### src/rtl/sfd_pkg.sv
// shared types, constants and field decode for the status frame deframer
package sfd_pkg;

  // frame layout
  localparam int CAPTURE_BYTES = 14;
  localparam int CAP_IDX_W = $clog2(CAPTURE_BYTES);
  localparam int POS_W = 17;
  localparam logic [7:0] START_BYTE = 8'hA5;
  localparam logic [15:0] CMD_STATUS = 16'h0201;
  localparam logic [15:0] CMD_POWER = 16'h0202;
  localparam logic [POS_W-1:0] FRAME_OVERHEAD = 17'd9;
  localparam logic [POS_W-1:0] PAYLOAD_OFFSET = 17'd7;
  localparam logic [POS_W-1:0] CAPTURE_END = PAYLOAD_OFFSET + POS_W'(CAPTURE_BYTES);
  localparam logic [POS_W-1:0] POS_LEN_LO = 17'd1;
  localparam logic [POS_W-1:0] POS_LEN_HI = 17'd2;
  localparam logic [POS_W-1:0] POS_CMD_LO = 17'd5;
  localparam logic [POS_W-1:0] POS_CMD_HI = 17'd6;
  localparam logic [POS_W-1:0] POS_MIN_END = 17'd3;
  localparam logic [15:0] STATUS_MIN_LEN = 16'd13;
  localparam logic [15:0] POWER_LEN = 16'd14;

  // output bits of the power management byte
  localparam logic [7:0] PM_GIMBAL = 8'h01;
  localparam logic [7:0] PM_CHASSIS = 8'h02;
  localparam logic [7:0] PM_SHOOTER = 8'h04;

  // field ids
  localparam logic [3:0] FID_ROBOT_ID = 4'd0;
  localparam logic [3:0] FID_LEVEL = 4'd1;
  localparam logic [3:0] FID_HP = 4'd2;
  localparam logic [3:0] FID_MAX_HP = 4'd3;
  localparam logic [3:0] FID_COOLING = 4'd4;
  localparam logic [3:0] FID_HEAT_LIMIT = 4'd5;
  localparam logic [3:0] FID_POWER_LIMIT = 4'd6;
  localparam logic [3:0] FID_GIMBAL = 4'd7;
  localparam logic [3:0] FID_CHASSIS = 4'd8;
  localparam logic [3:0] FID_SHOOTER = 4'd9;
  localparam logic [3:0] FID_BUFFER = 4'd10;
  localparam logic [3:0] FID_HEAT17 = 4'd11;
  localparam logic [3:0] FID_HEAT42 = 4'd12;

  // fields per frame kind
  localparam logic [3:0] STATUS_LAST_STEP = 4'd9;
  localparam logic [3:0] POWER_LAST_STEP = 4'd2;

  // queue depths (powers of two so pointers wrap naturally)
  localparam int JOB_DEPTH = 2;
  localparam int JOB_PTR_W = $clog2(JOB_DEPTH);
  localparam int JOB_CNT_W = $clog2(JOB_DEPTH + 1);
  localparam int RES_DEPTH = 8;
  localparam int RES_PTR_W = $clog2(RES_DEPTH);
  localparam int RES_CNT_W = $clog2(RES_DEPTH + 1);

  typedef logic [CAPTURE_BYTES-1:0][7:0] cap_bytes_t;

  // one decoded frame waiting to be expanded into fields
  typedef struct packed {
    logic is_power;
    cap_bytes_t cap;
  } job_t;

  // one result item
  typedef struct packed {
    logic [3:0] fid;
    logic [15:0] value;
    logic last;
  } res_t;

  // value of one field taken from the captured payload
  function automatic logic [15:0] field_value(input cap_bytes_t cap, input logic [3:0] fid);
    logic [15:0] v;
    v = '0;
    case (fid)
      FID_ROBOT_ID: v = {8'h00, cap[0]};
      FID_LEVEL: v = {8'h00, cap[1]};
      FID_HP: v = {cap[3], cap[2]};
      FID_MAX_HP: v = {cap[5], cap[4]};
      FID_COOLING: v = {cap[7], cap[6]};
      FID_HEAT_LIMIT: v = {cap[9], cap[8]};
      FID_POWER_LIMIT: v = {cap[11], cap[10]};
      FID_GIMBAL: v = {15'd0, (cap[12] & PM_GIMBAL) != 8'h00};
      FID_CHASSIS: v = {15'd0, (cap[12] & PM_CHASSIS) != 8'h00};
      FID_SHOOTER: v = {15'd0, (cap[12] & PM_SHOOTER) != 8'h00};
      FID_BUFFER: v = {cap[9], cap[8]};
      FID_HEAT17: v = {cap[11], cap[10]};
      FID_HEAT42: v = {cap[13], cap[12]};
      default: v = '0;
    endcase
    return v;
  endfunction

endpackage

### src/rtl/sfd_front.sv
// front end: byte parser that hunts, tracks the frame and hands off decoded frames
module sfd_front (
  input  logic               clk,
  input  logic               rst,
  input  logic               push,
  input  logic [7:0]         data_byte,
  input  logic               buffer_end,
  input  logic               job_full,
  output logic               full,
  output logic               job_push,
  output sfd_pkg::job_t      job_data
);

  typedef enum logic [1:0] {
    PH_HUNT  = 2'b01,
    PH_FRAME = 2'b10
  } phase_t;

  phase_t phase, phase_next;
  logic [sfd_pkg::POS_W-1:0] pos, pos_next;
  logic [sfd_pkg::POS_W-1:0] pos_inc;
  logic [sfd_pkg::POS_W-1:0] frame_end;
  logic [15:0] len;
  logic [15:0] cmd;
  sfd_pkg::cap_bytes_t cap;
  logic accept;
  logic in_frame;
  logic done;
  logic cap_hit;
  logic [sfd_pkg::CAP_IDX_W-1:0] cap_idx;
  logic is_status;
  logic is_power;

  // accept whenever the hand-off queue has room
  assign full = job_full;
  assign accept = push & ~job_full;
  assign in_frame = (phase == PH_FRAME);

  // frame position and end detection
  assign pos_inc = pos + 17'd1;
  assign frame_end = sfd_pkg::FRAME_OVERHEAD + {1'b0, len};
  assign done = in_frame && (pos_inc >= sfd_pkg::POS_MIN_END) && (pos_inc == frame_end);

  // payload capture window
  assign cap_hit = in_frame && (pos >= sfd_pkg::PAYLOAD_OFFSET) && (pos < sfd_pkg::CAPTURE_END);
  assign cap_idx = sfd_pkg::CAP_IDX_W'(pos - sfd_pkg::PAYLOAD_OFFSET);

  // frame classification
  assign is_status = (cmd == sfd_pkg::CMD_STATUS) && (len >= sfd_pkg::STATUS_MIN_LEN);
  assign is_power = (cmd == sfd_pkg::CMD_POWER) && (len == sfd_pkg::POWER_LEN);

  // hand off only frames that produce fields
  assign job_push = accept && done && (is_status || is_power);
  assign job_data.is_power = is_power;
  assign job_data.cap = cap;

  // phase and position update
  always_comb begin
    phase_next = phase;
    pos_next = pos;
    case (phase)
      PH_FRAME: begin
        if (done) begin
          phase_next = PH_HUNT;
          pos_next = '0;
        end else begin
          pos_next = pos_inc;
        end
      end
      default: begin
        if (data_byte == sfd_pkg::START_BYTE) begin
          phase_next = PH_FRAME;
          pos_next = 17'd1;
        end
      end
    endcase
    if (buffer_end) begin
      phase_next = PH_HUNT;
      pos_next = '0;
    end
  end

  always_ff @(posedge clk) begin
    if (rst) begin
      phase <= PH_HUNT;
      pos <= '0;
    end else if (accept) begin
      phase <= phase_next;
      pos <= pos_next;
    end
  end

  // header fields
  always_ff @(posedge clk) begin
    if (rst) begin
      len <= '0;
      cmd <= '0;
    end else if (accept && in_frame) begin
      case (pos)
        sfd_pkg::POS_LEN_LO: len[7:0] <= data_byte;
        sfd_pkg::POS_LEN_HI: len[15:8] <= data_byte;
        sfd_pkg::POS_CMD_LO: cmd[7:0] <= data_byte;
        sfd_pkg::POS_CMD_HI: cmd[15:8] <= data_byte;
        default: ;
      endcase
    end
  end

  // payload bytes, no reset
  always_ff @(posedge clk) begin
    if (accept && cap_hit) begin
      cap[cap_idx] <= data_byte;
    end
  end

`ifndef ASSERT_OFF
  a_hunt_pos_zero: assert property (@(posedge clk) disable iff (rst)
    (phase == PH_HUNT) |-> (pos == '0))
    else $error("position not cleared while hunting");
  a_push_room: assert property (@(posedge clk) disable iff (rst)
    job_push |-> (!job_full && done))
    else $error("frame handed off without room or before its end");
`endif

endmodule

### src/rtl/sfd_job_queue.sv
// short queue of decoded frames between the parser and the field sequencer
module sfd_job_queue (
  input  logic          clk,
  input  logic          rst,
  input  logic          push,
  input  sfd_pkg::job_t push_data,
  input  logic          pop,
  output logic          full,
  output logic          valid,
  output sfd_pkg::job_t head
);

  sfd_pkg::job_t entries [sfd_pkg::JOB_DEPTH];
  logic [sfd_pkg::JOB_PTR_W-1:0] wr_ptr;
  logic [sfd_pkg::JOB_PTR_W-1:0] rd_ptr;
  logic [sfd_pkg::JOB_CNT_W-1:0] count;
  logic do_push;
  logic do_pop;

  assign full = (count == sfd_pkg::JOB_CNT_W'(sfd_pkg::JOB_DEPTH));
  assign valid = (count != '0);
  assign head = entries[rd_ptr];
  assign do_push = push & ~full;
  assign do_pop = pop & valid;

  // pointers and fill count
  always_ff @(posedge clk) begin
    if (rst) begin
      wr_ptr <= '0;
      rd_ptr <= '0;
      count <= '0;
    end else begin
      if (do_push) wr_ptr <= wr_ptr + 1'b1;
      if (do_pop) rd_ptr <= rd_ptr + 1'b1;
      if (do_push && !do_pop) count <= count + 1'b1;
      else if (do_pop && !do_push) count <= count - 1'b1;
    end
  end

  // entry storage
  always_ff @(posedge clk) begin
    if (do_push) entries[wr_ptr] <= push_data;
  end

`ifndef ASSERT_OFF
  a_job_count: assert property (@(posedge clk) disable iff (rst)
    count <= sfd_pkg::JOB_CNT_W'(sfd_pkg::JOB_DEPTH))
    else $error("frame queue count out of range");
`endif

endmodule

### src/rtl/sfd_back.sv
// back end: expands one decoded frame into its field items, one per cycle while the result queue has room
module sfd_back (
  input  logic          clk,
  input  logic          rst,
  input  logic          job_valid,
  input  sfd_pkg::job_t job_data,
  input  logic          res_full,
  output logic          job_pop,
  output logic          res_push,
  output sfd_pkg::res_t res_data
);

  logic [3:0] step;
  logic [3:0] fid;
  logic last;

  // field id and last flag from the frame kind and step
  assign fid = job_data.is_power ? (sfd_pkg::FID_BUFFER + step) : step;
  assign last = job_data.is_power ? (step == sfd_pkg::POWER_LAST_STEP)
                                  : (step == sfd_pkg::STATUS_LAST_STEP);

  assign res_push = job_valid & ~res_full;
  assign job_pop = res_push & last;
  assign res_data.fid = fid;
  assign res_data.value = sfd_pkg::field_value(job_data.cap, fid);
  assign res_data.last = last;

  // step through the fields of the head frame
  always_ff @(posedge clk) begin
    if (rst) begin
      step <= '0;
    end else if (res_push) begin
      if (last) step <= '0;
      else step <= step + 4'd1;
    end
  end

`ifndef ASSERT_OFF
  a_step_range: assert property (@(posedge clk) disable iff (rst)
    job_valid |-> (job_data.is_power ? (step <= sfd_pkg::POWER_LAST_STEP)
                                     : (step <= sfd_pkg::STATUS_LAST_STEP)))
    else $error("field step past the end of its frame");
`endif

endmodule

### src/rtl/sfd_result_queue.sv
// result queue holding field items until they are popped
module sfd_result_queue (
  input  logic          clk,
  input  logic          rst,
  input  logic          push,
  input  sfd_pkg::res_t push_data,
  input  logic          pop,
  output logic          full,
  output logic          empty,
  output sfd_pkg::res_t head
);

  sfd_pkg::res_t entries [sfd_pkg::RES_DEPTH];
  logic [sfd_pkg::RES_PTR_W-1:0] wr_ptr;
  logic [sfd_pkg::RES_PTR_W-1:0] rd_ptr;
  logic [sfd_pkg::RES_CNT_W-1:0] count;
  logic do_push;
  logic do_pop;

  assign full = (count == sfd_pkg::RES_CNT_W'(sfd_pkg::RES_DEPTH));
  assign empty = (count == '0);
  assign head = entries[rd_ptr];
  assign do_push = push & ~full;
  assign do_pop = pop & ~empty;

  // pointers and fill count
  always_ff @(posedge clk) begin
    if (rst) begin
      wr_ptr <= '0;
      rd_ptr <= '0;
      count <= '0;
    end else begin
      if (do_push) wr_ptr <= wr_ptr + 1'b1;
      if (do_pop) rd_ptr <= rd_ptr + 1'b1;
      if (do_push && !do_pop) count <= count + 1'b1;
      else if (do_pop && !do_push) count <= count - 1'b1;
    end
  end

  // entry storage
  always_ff @(posedge clk) begin
    if (do_push) entries[wr_ptr] <= push_data;
  end

`ifndef ASSERT_OFF
  a_res_count: assert property (@(posedge clk) disable iff (rst)
    count <= sfd_pkg::RES_CNT_W'(sfd_pkg::RES_DEPTH))
    else $error("result queue count out of range");
`endif

endmodule

### src/rtl/status_frame_deframer_unit.sv
// top level of the status frame deframer: parser, frame queue, field sequencer, result queue
//
//   channel   direction  handshake     payload
//   input     in         push / full   data_byte[7:0], buffer_end
//   result    out        pop / empty   field_id[3:0], field_value[15:0], last_field
//
// one byte is taken every cycle while full is low; full rises only when two
// decoded frames already wait for the field sequencer
// the sequencer writes one field item per cycle into an eight-entry result queue while it has room,
// so a frame's fields enter the result queue only after its last byte has put the frame into the frame queue
// reset clears parser state and both queue counts; payload bytes hold no reset
// a stalled result side backs up into the frame queue and then into full
module status_frame_deframer_unit (
  input  logic        clk,
  input  logic        rst,
  input  logic        push,
  input  logic [7:0]  data_byte,
  input  logic        buffer_end,
  output logic        full,
  input  logic        pop,
  output logic        empty,
  output logic [3:0]  field_id,
  output logic [15:0] field_value,
  output logic        last_field
);

  logic job_push;
  logic job_full;
  logic job_valid;
  logic job_pop;
  sfd_pkg::job_t job_in;
  sfd_pkg::job_t job_head;
  logic res_push;
  logic res_full;
  sfd_pkg::res_t res_in;
  sfd_pkg::res_t res_head;

  // byte parser
  sfd_front u_front (
    .clk       (clk),
    .rst       (rst),
    .push      (push),
    .data_byte (data_byte),
    .buffer_end(buffer_end),
    .job_full  (job_full),
    .full      (full),
    .job_push  (job_push),
    .job_data  (job_in)
  );

  // decoded frame queue
  sfd_job_queue u_job_queue (
    .clk      (clk),
    .rst      (rst),
    .push     (job_push),
    .push_data(job_in),
    .pop      (job_pop),
    .full     (job_full),
    .valid    (job_valid),
    .head     (job_head)
  );

  // field sequencer
  sfd_back u_back (
    .clk      (clk),
    .rst      (rst),
    .job_valid(job_valid),
    .job_data (job_head),
    .res_full (res_full),
    .job_pop  (job_pop),
    .res_push (res_push),
    .res_data (res_in)
  );

  // result queue
  sfd_result_queue u_res_queue (
    .clk      (clk),
    .rst      (rst),
    .push     (res_push),
    .push_data(res_in),
    .pop      (pop),
    .full     (res_full),
    .empty    (empty),
    .head     (res_head)
  );

  // result ports
  assign field_id = res_head.fid;
  assign field_value = res_head.value;
  assign last_field = res_head.last;

endmodule

### config.mk
export PLATFORM = sky130hd
export DESIGN_NAME = status_frame_deframer_unit
export DESIGN_NICKNAME = d
export VERILOG_FILES = /design/src/rtl/sfd_pkg.sv /design/src/rtl/sfd_front.sv /design/src/rtl/sfd_job_queue.sv /design/src/rtl/sfd_back.sv /design/src/rtl/sfd_result_queue.sv /design/src/rtl/status_frame_deframer_unit.sv
export SDC_FILE = /design/constraint.sdc
export NUM_CORES = 1
export LEC_CHECK = 0
export BUFFER_PORTS_ARGS = -buffer_cell sky130_fd_sc_hd__buf_2
export CAP_MARGIN = 10
export CORE_ASPECT_RATIO = 1.2
export CORE_MARGIN = 3
export CORE_UTILIZATION = 55
export DETAILED_ROUTE_END_ITERATION = 8
export GPL_ROUTABILITY_DRIVEN = 0
export PLACE_DENSITY = 0.81
export SLEW_MARGIN = 20
export SYNTH_ARGS = -nofsm -noshare
export SYNTH_HDL_FRONTEND = slang
export SYNTH_SLANG_ARGS = --single-unit
export TNS_END_PERCENT = 30
### constraint.sdc
create_clock -name clk -period 23.5 [get_ports clk]
set_clock_uncertainty 0.2 [all_clocks]
set_input_delay 4.7 -clock clk [delete_from_list [all_inputs] [get_ports clk]]
set_output_delay 4.7 -clock clk [all_outputs]
set_load 0.01 [all_outputs]
==> results of run 1 <==
[cell type report]
class	instances	area share [%]
clock buffer	64	5.50
timing repair buffer	55	1.29
inverter	20	0.298
tap	539	2.67
sequential	579	66.0
multi-input combinational	718	23.3
clock inverter	34	0.907
[final timing paths]
kind	start	to	slack (ns)	cells past startpoint
hold reg to reg	u_front.job_data[58]$_DFFE_PP_	u_job_queue.entries[0][58]$_DFFE_PP_	0.24	0
setup / recovery	flip-flop	field_value[6]	15.96	4
hold / removal	u_front.job_data[58]$_DFFE_PP_	u_job_queue.entries[0][58]$_DFFE_PP_	0.24	0
setup reg to reg	u_front.pos[0]$_SDFFE_PP0P_	u_job_queue.entries[1][75]$_DFFE_PP_	17.70	10
[routing by layer]
layer | wire length (um) | share of wire, %
met1 | 17700 | 38
met2 | 23900 | 52
met3 | 2490 | 5.4
met4 | 1850 | 4.0
met5 | 0 | 0
[where the power goes]
group          total, mW  switching, mW  internal [mW]
Combinational      0.143         0.0680         0.0747
Clock              0.795          0.360          0.435
Sequential          1.12         0.0109           1.11
Total               2.06          0.439           1.62
[worst max-delay path, stage by stage, from the launching register on]
cell and delay [ns]:
dfxtp_2 0.31, buf_4 0.63, mux4_2 0.64, mux2_2 0.29, buf_2 0.14
[flip-flops by register name (all words and copies together) (netlist names), named ones only]
| name | flops |
|---|---|
| u_front.phase | 2 |
| u_res_queue.entries | 168 |
| u_res_queue.count | 4 |
| u_front.len | 16 |
| u_front.job_data | 112 |
| u_front.pos | 17 |
| u_front.cmd | 16 |
| u_job_queue.entries | 226 |
| u_res_queue.rd_ptr | 3 |
| u_job_queue.wr_ptr | 1 |
| u_back.step | 4 |
| u_res_queue.wr_ptr | 3 |
| u_job_queue.rd_ptr | 1 |
| u_job_queue.count | 2 |
[cell families after synthesis]
| family | after synthesis | synth area share (%) |
|---|---|---|
| DFF | 579 | 72.9 |
| adders and majority gates | 19 | 1.07 |
| buffers and inverters | 84 | 1.53 |
| AOI/OAI and AO/OA | 169 | 5.03 |
| and+or+nand+nor | 299 | 6.79 |
| muxes | 181 | 10.5 |
| xor gates and xnor gates | 50 | 2.16 |
[stage by stage]
| step | instance area [um^2] | utilization (%) | worst slack, ns | hold WS (ns) |
|---|---|---|---|---|
| 2_1_floorplan | 22800 | - | 9.86 | 0.221 |
| 3_3_place_gp | 23600 | 57.8 | 16.17 | 0.222 |
| 3_5_place_dp | 23600 | 57.8 | 16.08 | 0.230 |
| 4_1_cts | 25200 | 61.8 | 15.89 | 0.243 |
| 5_1_grt | 25200 | 61.8 | 15.79 | 0.251 |
| 6_report | 25200 | 61.8 | 15.96 | 0.241 |
[cells in the final DEF (no fill, tap or decap), types with 20 or more instances in the layout]
cell,n
clkbuf_16,53
buf_2,35
buf_4,20
mux2_2,33
dfxtp_1,70
nand3_1,25
xnor2_1,28
nor2_1,76
nand2_1,82
o22ai_1,30
a21oi_1,39
edfxtp_1,506
mux2i_1,105
mux4_2,43
o21ai_0,23
==> summary.md, run 1 <==
| Metric | Value |
|---|---|
| Largest net degree at the start of global routing | 77 |
| Clock root buffer | clkbuf_16 |
| Site Rows | 81 |
| Fillers | ~2800 |
| Inst Count DP | 1911 |
| Met1 usage | 25.9% |
| First drt pass iteration count | 6 |
| P&R area growth vs syn | 10.5% |
| Initial antenna violation count | 0 |
| Vias per cell | approximately 6.1 |
| RSZ-0062 raised after global routing | false |
| Clock slew at the register clock pins of the worst setup and hold paths | about 0.06 ns |
| WL/cell | between 20 and 25 um |
| Seq/Total Area, Yosys | 72.9% |
| Vias in the first global route | roughly 12000 |
| FF+latch count, synth | 579 |
| Area taken by multi-input logic gates | between 5000 and 6000 um^2 |
| Via count | ~12000 |
| Final WL | around 46000 um |
| MaxCap Viol Count | 0 |
| Crit. End Element | primary output |
| Layout cells sized above 1 | roughly 16% |
| Die width | between 150 and 200 um |
| Worst Setup Path Type | reg2out |
| Antenna Violating Nets Remaining | 0 |
| Post-synthesis cell type count | 70 |
| Synth top area share | between 60% and 70% |
| Die area | roughly 44000 um^2 |
| Core Region | a little over 40000 um^2 |
| CTS tree | done |
| Post-synth EDFFs | 506 |
| DRC Markers | 0 |
| Layout net count | 1459 |
| Hold Fails Final Rpt | 0 |
| Total leakage power | roughly 8.2 nW |
| P per Cell Area | just over 80 nW/um^2 |
| Outcome | finished, final reports clean |
| Syn_area_per_cell | 16.5 um^2 |
| Yosys Warn Count | 0 |
| Primary FF master, synth | edfxtp_1 |
| Clock buffer depth | 3 |
| Setup tns final | 0 ns |
| GR Layer Usage met3 | 3.08% |
| Cell with the most instances after synthesis | edfxtp_1 |
| Fraction of registers with async set/reset | 0% |
| Worst Max-Slew Pin Slew | 1.09 ns |
| Starting density of the core | between 50 and 60% |
| Total GRT Usage | a little over a fifth |
| Crit-path max FO | 42 |
| Worst Path Required | 18.60 ns |
| Post-CTS Resized | 0 |
| Startpoint Class | flip-flop |
| Area contributors post-synth | edfxtp_1 67%, dfxtp_1 6.4%, mux2i_1 4.6% |
| Clk_lat worst skew | 0.59 ns |
| Diode count | 0 |
| Met2 Usage GRT | around 37% |
| FMAX | 0.133 GHz |
| HP Class | reg2reg |
| Crit path DAT | between 2 and 3 ns |
| Slew headroom | a little over a quarter |
| Clk sinks | between 500 and 600 |
| H-tree depth | 2 |
| DRT iter0 DRCs | about 1300 |
| Die Height | 229 um |
| Syn Std Cell Area | 22800 um^2 |
| I/O pin cnt | 36 |
| Final Max Slew Viols | 0 |
| Final min period | approximately 7.5 ns |
| Reg area | between 15000 and 20000 um^2 |
| Mapped Cells | 1381 |
| Global-route wire length before repair | ~70000 um |
| Post-synth top area cell | edfxtp_1 |
| Total power | 2.06 mW |
| # hold bufs at CTS | 0 |
| Synthesized Nets | between 1000 and 1500 |
| Cts bufs inserted | 53 |
| Non-filler cells, final | around 2000 |
| GR peak layer | met2 |
| Peak supply drop | approximately 0.00005 V |
| # setup viols final | 0 |
| Grt ovf | 0 |
| Post-DP HPWL | about 28000 um |
| Buffers on Ports | 35 |
| Setup repair bufs after CTS | 0 |
| Final worst-path cycle share | about a third |
| Post-synth top cells | 506 x edfxtp_1, 105 x mux2i_1, 82 x nand2_1 |
Note: power is estimated with default switching activity, not from simulation.
==> run 2, diff against run 1 <==
PLACE_DENSITY = 0.84   (was 0.81)
clock period = 6.3 ns   (was 23.5 ns; I/O delays follow)
==> run 2 against run 1 <==
  * Register-to-register slack lost 17 ns
  * Flip-flop and latch count is the same
  * Largest power group unchanged
  * Sequential share of layout area shrank 0.22 points
  * Global-route usage shrank 0.20 points
  * Core utilization grew 0.21 points
==> summary.md, run 2 (same netlist as run 1, synthesis figures left out) <==
| Metric | Value |
|---|---|
| Outcome | finished, final reports clean |
| Dpl ws | 1.23 ns (-14.85 ns) |
| Layout net count | 1458 (-0.069%) |
| Cts bufs inserted | 52 (-1.9%) |
| Area taken by multi-input logic gates | 5890 um^2 (+0.15%) |
| MaxCap Viol Count | 0 (unchanged) |
| CP Launch Point | u_front.pos[0]$_SDFFE_PP0P_ |
| Setup repair bufs after CTS | 0 (unchanged) |
| H-tree depth | 2 (unchanged) |
| Total power | 7.77 mW (+280%) |
| DRT iter0 DRCs | 1542 (+15%) |
| Reg area | 16700 um^2 (unchanged) |
| Post-DP HPWL | 27500 um (-0.30%) |
| Setup slack after layout | 1.12 ns (-14.83 ns) |
| Fillers | 2738 (-1.8%) |
| # hold bufs at CTS | 0 (unchanged) |
| Die area | 44000 um^2 (unchanged) |
| Setup tns final | 0 ns (unchanged) |
| Crit path DAT | 5.24 ns (+2.60 ns) |
| R2R Path Start | u_front.pos[0]$_SDFFE_PP0P_ |
| Largest net degree at the start of global routing | 65 (-16%) |
| Grt ovf | 0 (unchanged) |
| Site Rows | 81 (unchanged) |
| Crit. End Element | flip-flop |
| Worst r2r path cells | 10 (unchanged) |
| P&R area growth vs syn | 10.9% |
| Total GRT Usage | 20.7% (-0.20 points) |
| RSZ-0062 raised after global routing | false |
| Clk_lat worst skew | 0.58 ns (about the same) |
| First drt pass iteration count | 6 (unchanged) |
| Die Height | 229 um (unchanged) |
| Max FFs per register | 226 (unchanged) |
| Crit-path max FO | 55 (+31%) |
| Hold Slack | 0.235 ns (-0.00594 ns) |
| Final WL | 45500 um (-0.92%) |
| Worst Path Required | 6.36 ns (-12.24 ns) |
| Startpoint Class | flip-flop |
| # setup viols final | 0 (unchanged) |
| Most frequent cells in the layout | 506 x edfxtp_1, 105 x mux2i_1, 82 x nand2_1 |
| Die width | 192 um (unchanged) |
| Worst Hold Depth | 0 (unchanged) |
| Clk sinks | 579 (unchanged) |
| Global-route wire length before repair | 70400 um (+0.16%) |
| Post-CTS Resized | 0 (unchanged) |
| DRC Markers | 0 (unchanged) |
| Total leakage power | 8.23 nW (+1.0%) |
| FMAX | ~0.19 GHz |
| Worst Setup Path Type | reg2reg |
| Biggest register | u_job_queue.entries |
| Crit path to | u_job_queue.entries[1][94]$_DFFE_PP_ |
| CTS tree | done |
| Most common cell after layout, fill and taps aside | edfxtp_1 |
| Antenna Violating Nets Remaining | 0 (unchanged) |
| WL/cell | 22.7 um (-0.77%) |
| Critical R2R Capture | u_job_queue.entries[1][94]$_DFFE_PP_ |
| Vias per cell | 6.22 (+1.9%) |
| Starting density of the core | 55.9% (unchanged) |
| Clock slew at the register clock pins of the worst setup and hold paths | 0.06 ns (about the same) |
| Peak supply drop | 0.000236 V (+370%) |
| Vias in the first global route | 12700 (+2.9%) |
| Hold Fails Final Rpt | 0 (unchanged) |
| Core Region | 40800 um^2 (unchanged) |
| Layout cells sized above 1 | 15.7% (-0.58 points) |
| P per Cell Area | 307 nW/um^2 (+280%) |
| Final Max Slew Viols | 0 (unchanged) |
| Final worst-path cycle share | between 80 and 90% |
| Slew headroom | 24.0% (-3.1 points) |
| HP Class | reg2reg |
| Buffers on Ports | 35 (unchanged) |
| Clock root buffer | clkbuf_16 |
| I/O pin cnt | 36 (unchanged) |
| Worst Max-Slew Pin Slew | 1.14 ns (+0.0419 ns) |
| R2R setup slack | 1.12 ns (-16.58 ns) |
| Final min period | ~5.2 ns |
| Initial antenna violation count | 1 (+1) |
| Via count | 12500 (+1.8%) |
| Clock buffer depth | 3 (unchanged) |
| Diode count | 0 (unchanged) |
## run 2: cell types whose count changed in the layout (fill, tap and decap cells not counted), moves of 2 or more
cell,change
clkbuf_1,+8
clkinv_2,-5
clkinvlp_4,-5
bufinv_16,+4
inv_6,-4
buf_12,+3
buf_4,-3
clkbuf_8,-2
## run 2: area by class of cell
type,instances,share of cell area [%]
clock buffer,70,5.49
clock inverter,25,1.04
inverter,20,0.297
multi-input combinational,718,23.3
sequential,579,65.8
tap,539,2.66
timing repair buffer,55,1.43
## run 2: worst min path at each step
stage / endpoint / start / slack [ns]
floorplan: u_job_queue.entries[0][0]$_DFFE_PP_ / u_front.job_data[0]$_DFFE_PP_ / 0.22
global placement: u_job_queue.entries[1][55]$_DFFE_PP_ / u_front.job_data[55]$_DFFE_PP_ / 0.22
detailed placement: u_job_queue.entries[1][105]$_DFFE_PP_ / u_front.job_data[105]$_DFFE_PP_ / 0.23
CTS: u_job_queue.entries[0][15]$_DFFE_PP_ / u_front.job_data[15]$_DFFE_PP_ / 0.24
global route: u_job_queue.entries[1][92]$_DFFE_PP_ / u_front.job_data[92]$_DFFE_PP_ / 0.25
finish: u_job_queue.entries[0][15]$_DFFE_PP_ / u_front.job_data[15]$_DFFE_PP_ / 0.24
## run 2: critical path, stage by stage, from the launching register on
cell,delay (ns)
dfxtp_1,0.63
ha_1,0.45
nand3_4,0.20
o21ai_0,0.48
a211oi_1,0.15
or4b_4,0.52
nor4_4,0.49
o2111ai_4,0.38
nor2_1,0.26
and2_4,0.67
buf_4,0.39
## run 2: power by group
part / switching [mW] / leakage, nW / internal [mW]
Sequential: 0.0778 / 5.28 / 4.14
Clock: 1.30 / 0.805 / 1.76
Combinational: 0.210 / 2.15 / 0.275
## run 2: metrics by stage
step	cell area [um^2]	instances	utilization, %
after detailed placement	23700	1911	57.9
after global placement	23700	1911	57.9
final	25300	2006	62.0
after floorplan	22800	1381	-
after CTS	25300	2006	62.0
after global routing	25300	2006	62.0
## run 2: layer usage
metal	global-route usage, %	wire, um
met5	0	0
met4	7.93	1570
met3	3.17	2990
met2	36.0	23600
met1	26.2	17400
